**src/hw/rtl/qrs_sqrt.sv**
```systemverilog
`default_nettype none

// Floor square root, one root bit per stage.
module qrs_sqrt #(
  parameter int unsigned R  = 33,
  parameter int unsigned SW = 1
) (
  input  wire             clk_i,
  input  wire             rst_ni,
  input  wire             en_i,
  input  wire             valid_i,
  input  wire  [2*R-1:0]  rad_i,
  input  wire  [SW-1:0]   side_i,
  output logic            valid_o,
  output logic [R-1:0]    root_o,
  output logic [SW-1:0]   side_o
);

  localparam int unsigned RADW = 2 * R;
  localparam int unsigned RMW  = R + 3;

  logic [R-1:0]    vld_q;
  logic [RADW-1:0] rad_q  [R];
  logic [RMW-1:0]  rem_q  [R];
  logic [R-1:0]    root_q [R];
  logic [SW-1:0]   side_q [R];

  logic [RADW-1:0] rad_in  [R];
  logic [RMW-1:0]  rem_in  [R];
  logic [R-1:0]    root_in [R];
  logic [SW-1:0]   side_in [R];
  logic [RMW-1:0]  rem_n   [R];
  logic [RMW-1:0]  trial   [R];
  logic [R-1:0]    ge;

  always_comb begin
    for (int k = 0; k < R; k++) begin
      if (k == 0) begin
        rad_in[k]  = rad_i;
        rem_in[k]  = '0;
        root_in[k] = '0;
        side_in[k] = side_i;
      end else begin
        rad_in[k]  = rad_q[k-1];
        rem_in[k]  = rem_q[k-1];
        root_in[k] = root_q[k-1];
        side_in[k] = side_q[k-1];
      end
      rem_n[k] = {rem_in[k][RMW-3:0], rad_in[k][RADW-1 -: 2]};
      trial[k] = {(RMW-2)'(root_in[k]), 2'b01};
      ge[k]    = rem_n[k] >= trial[k];
    end
  end

  always_ff @(posedge clk_i or negedge rst_ni) begin
    if (!rst_ni) begin
      vld_q <= '0;
    end else if (en_i) begin
      vld_q <= {vld_q[R-2:0], valid_i};
    end
  end

  always_ff @(posedge clk_i) begin
    if (en_i) begin
      for (int k = 0; k < R; k++) begin
        rad_q[k]  <= rad_in[k] << 2;
        rem_q[k]  <= ge[k] ? rem_n[k] - trial[k] : rem_n[k];
        root_q[k] <= {root_in[k][R-2:0], ge[k]};
        side_q[k] <= side_in[k];
      end
    end
  end

  assign valid_o = vld_q[R-1];
  assign root_o  = root_q[R-1];
  assign side_o  = side_q[R-1];

endmodule

`default_nettype wire

```
**config.mk**
```make
export PLATFORM = sky130hd
export DESIGN_NAME = qrs_sqrt
export DESIGN_NICKNAME = d
export VERILOG_FILES = /design/src/hw/rtl/qrs_sqrt.sv
export SDC_FILE = /design/constraint.sdc
export NUM_CORES = 2
export LEC_CHECK = 0
export BUFFER_PORTS_ARGS = -buffer_cell sky130_fd_sc_hd__buf_2
export CELL_PAD_IN_SITES_DETAIL_PLACEMENT = 0
export CELL_PAD_IN_SITES_GLOBAL_PLACEMENT = 1
export CORE_MARGIN = 5
export CORE_UTILIZATION = 45
export DETAILED_ROUTE_END_ITERATION = 10
export PLACE_DENSITY_LB_ADDON = 0.1
export SETUP_SLACK_MARGIN = 0.4
export SYNTH_ARGS = -nofsm -noshare
export SYNTH_HDL_FRONTEND = slang
export SYNTH_MEMORY_MAX_BITS = 65536
export SYNTH_SLANG_ARGS = --single-unit
```
**constraint.sdc**
```tcl
create_clock -name clk_i -period 9.5 [get_ports clk_i]
set_input_delay 0.95 -clock clk_i [delete_from_list [all_inputs] [get_ports clk_i]]
set_output_delay 0.95 -clock clk_i [all_outputs]
set_load 0.005 [all_outputs]
```
==> out/results.tsv <==
stage	metric	value	unit
final_layout	final_cell_mix	edfxtp_1, nand2_1, inv_1	
timing	finalHoldViolations	0	
final_layout	multi_input_area	41200	um2
logic_synthesis	ys_types	87	
worst_setup_path	endpoint_kind	flop	
route	drt_pass1_iterations	6	
clock_tree	cts-buffers-inserted	305	
grt	antenna_found_initial	4	
route	viasPerCell	5.32	
place	place_inst	13400	
logic_synthesis	ys_seq_area_share	64.6	%
clock_tree	cts_tree	built	
pwr	p_leak	0.0536	uW
worst_setup_path	rr_worst_depth	10	
logic_synthesis	yosys_warnings	0	
logic_synthesis	yosysTopAreaCellShare	64.0	%
logic_synthesis	syn-mean-instance-area	12.9	um2
worst_setup_path	critPathLaunchType	flop	
place	io_buffers	105	
logic_synthesis	ys.flop_type	edfxtp_1	
final_layout	fin_nets	10700	
worst_hold_path	hold_path_class	input port to asynchronous set/reset pin	
pwr	sw_frac_of_total	28.6	%
final_layout	mostFrequentLayoutCell	edfxtp_1	
route	via_count	74400	
route	drt-total-wl	265000	um
route	antenna_left	0	
timing	fmax	230	MHz
logic_synthesis	synth-seq-cells	2720	
grt	grt_pass1_vias	73900	
clock_tree	post-cts-setup-buffer-count	0	
pwr	ir_worst_vdd	0.158	mV
clock_tree	cts_resized	0	
worst_setup_path	rr_endpoint	rem_q[0][918]	
logic_synthesis	async_flop_share	1.21	%
clock_tree	insertion_delay	890	ps
timing	slew_viol_final	0	
floorplan	die_x	539	um
timing	rsz0062_at_grt	no	
status	status	finished clean	
pwr	pwr-share-clk	33.1	%
logic_synthesis	synth_edf_count	2687	
clock_tree	clkTransAtPathRegs	70	ps
worst_setup_path	crit_path_start	rem_q[0][864]	
grt	grt_pass1_wl	416000	um
timing	fin_crit_sh	45.8	%
route	wl_per_cell	18.9	um
floorplan	coreArea	279000	um2
pwr	p_sw	10100	uW
final_layout	regArea	81500	um2
pwr	p_seq_share	46.4	%
clock_tree	cts-root-buf	clkbuf_16	
final_layout	fillerInstances	24200	
logic_synthesis	yosys.area.top_type	edfxtp_1	
floorplan	num_rows	194	
grt	grt_max_degree	167	
timing	timing.slew.headroom	11.5	%
worst_setup_path	critPathKind	flop to flop	
worst_setup_path	r2r_setup_slack	5150	ps
clock_tree	clock-sinks	2720	
worst_setup_path	cp_data_required_time	10100	ps
pwr	p_comb_share	20.6	%
clock_tree	hold_buffers	0	
floorplan	dieArea	291000	um2
place	dp_hpwl	189000	um
grt	grt_overflow	0	
logic_synthesis	syn_inst	9756	
timing	fin_setup_tns	0	ps
timing	setup_viol	0	
final_layout	fin_util	50.6	%
logic_synthesis	synth_top_cells_by_area	edfxtp_1, ha_1, xor2_1, xnor2_1, o21ai_0	
route	drt_iter0_drc	5120	
logic_synthesis	syn_nets	10400	
logic_synthesis	syn-cell-area	126000	um2
timing	finalClockSkew	44.1	ps
worst_setup_path	crit_end	rem_q[0][918]	
final_layout	drive_above_1_share	8.12	%
final_layout	final_cells	14000	
pwr	intPower	25100	uW
final_layout	synthToLayoutAreaGrowth	11.9	%
worst_setup_path	reg2reg_from	rem_q[0][864]	
grt	track_usage	17.7	%
route	drc_errors	0	
floorplan	floorplan.initialDensity	45.2	%
worst_setup_path	cp_max_fo	35	
place	gp_congestion	0.870	
clock_tree	clk_path_buf_depth	4	
timing	post-route-min-period	4350	ps
timing	tightestPinTransition	1310	ps
floorplan	ios	106	
flow_run	max-cap-violations	0	
floorplan	die_h	539	um
pwr	cellPowerDensity	249	nW/um2
worst_setup_path	arrival	4950	ps
clock_tree	ctsHtreeMaxLevel	5	
[cell families (layout without fill, tap and decap cells)]
kind of cell / after synthesis / in the layout / share of synthesized area [%]
and+or+nand+nor: 2492 / 2492 / 9.62
DFF: 2720 / 2720 / 64.6
other: 1 / 4 / 0.00297
buffers and inverters: 939 / 1448 / 2.81
xor gates and xnor gates: 894 / 894 / 6.21
AOI/OAI and AO/OA: 1979 / 1979 / 9.64
adders and majority gates: 596 / 596 / 5.91
muxes: 135 / 135 / 1.20
[cell type report]
cell class                 count  share of cell area [%]
tap                         3724                    3.30
sequential                  2720                    57.7
timing repair buffer         155                   0.773
antenna                        3                 0.00532
clock buffer                 367                    5.62
inverter                     740                    1.97
multi-input combinational   6097                    29.2
clock inverter               186                    1.40
[critical path, stage by stage, from the launching register on]
cell and delay (ps):
edfxtp_1 390, ha_1 370, nor2b_1 150, o21ai_0 290, nand4b_1 200, a221oi_1 610, o21ai_0 240, nor3b_2 890
buf_4 500, inv_1 150, mux2_2 290
[sequential cells by signal, summed over array words and instances (netlist names)]
| name | cells |
|---|---|
| side_q | 33 |
| rad_q | 1056 |
| root_q | 561 |
| rem_q | 1037 |
| vld_q | 33 |
[power by group through the flow]
stage,registers (uW),logic [uW],clock network (uW)
after global routing,16500,8080,12500
after detailed placement,16600,7220,0
after floorplan,16000,5380,0
after CTS,16300,7270,12000
final,16300,7230,11600
after global placement,16600,7200,0
[worst min-delay path by stage]
stage	startpoint	end	slack (ps)	depth (start not counted)
after detailed placement	rad_q[0][947]	rad_q[0][1013]	400	0
after floorplan	rad_q[0][934]	rad_q[0][1000]	400	0
after CTS	rst_ni	vld_q[16]	50	1
after global routing	rst_ni	vld_q[32]	140	1
after global placement	rad_q[0][2]	rad_q[0][68]	400	0
final	rst_ni	vld_q[32]	130	1
[per-layer routing]
layer / vias to the layer above / routed length (um) / GRT usage, % / part of all wire (%)
li1: 36600 / - / - / -
met1: 36000 / 117000 / 23.4 / 44
met2: 1359 / 131000 / 30.8 / 50
met3: 470 / 8690 / 1.95 / 3.3
met4: 0 / 7840 / 5.34 / 3.0
met5: - / 0 / 0 / 0
[synthesized netlist by cell type (40+ instances only)]
library cell  count
nand3_1         150
o31ai_1          40
or2_2            50
a21o_1          262
nand4_1         108
nor3_1          221
o21ai_0         585
ha_1            596
inv_1           734
or3_1            90
nor4_1          133
nand2b_1        129
edfxtp_1       2687
a21oi_1         582
a31oi_1          54
nor2b_1          77
clkbuf_1        180
nor2_1          538
mux2_2          127
a211oi_1         48
or4_1            55
o21a_1           89
xor2_1          454
xnor2_1         440
o21bai_1         44
nand2_1         772
and3_1           55
[through the flow]
stage	area, um2	total power [uW]	worst slack (ps)	hold WS, ps
finish	141000	35100	5150	126
global route	141000	37100	4680	140
CTS	141000	35600	5110	51.8
detailed placement	131000	23800	5160	405
global placement	131000	23800	5140	400
floorplan	126000	21400	6160	400
Note: power is estimated with default switching activity, not from simulation.
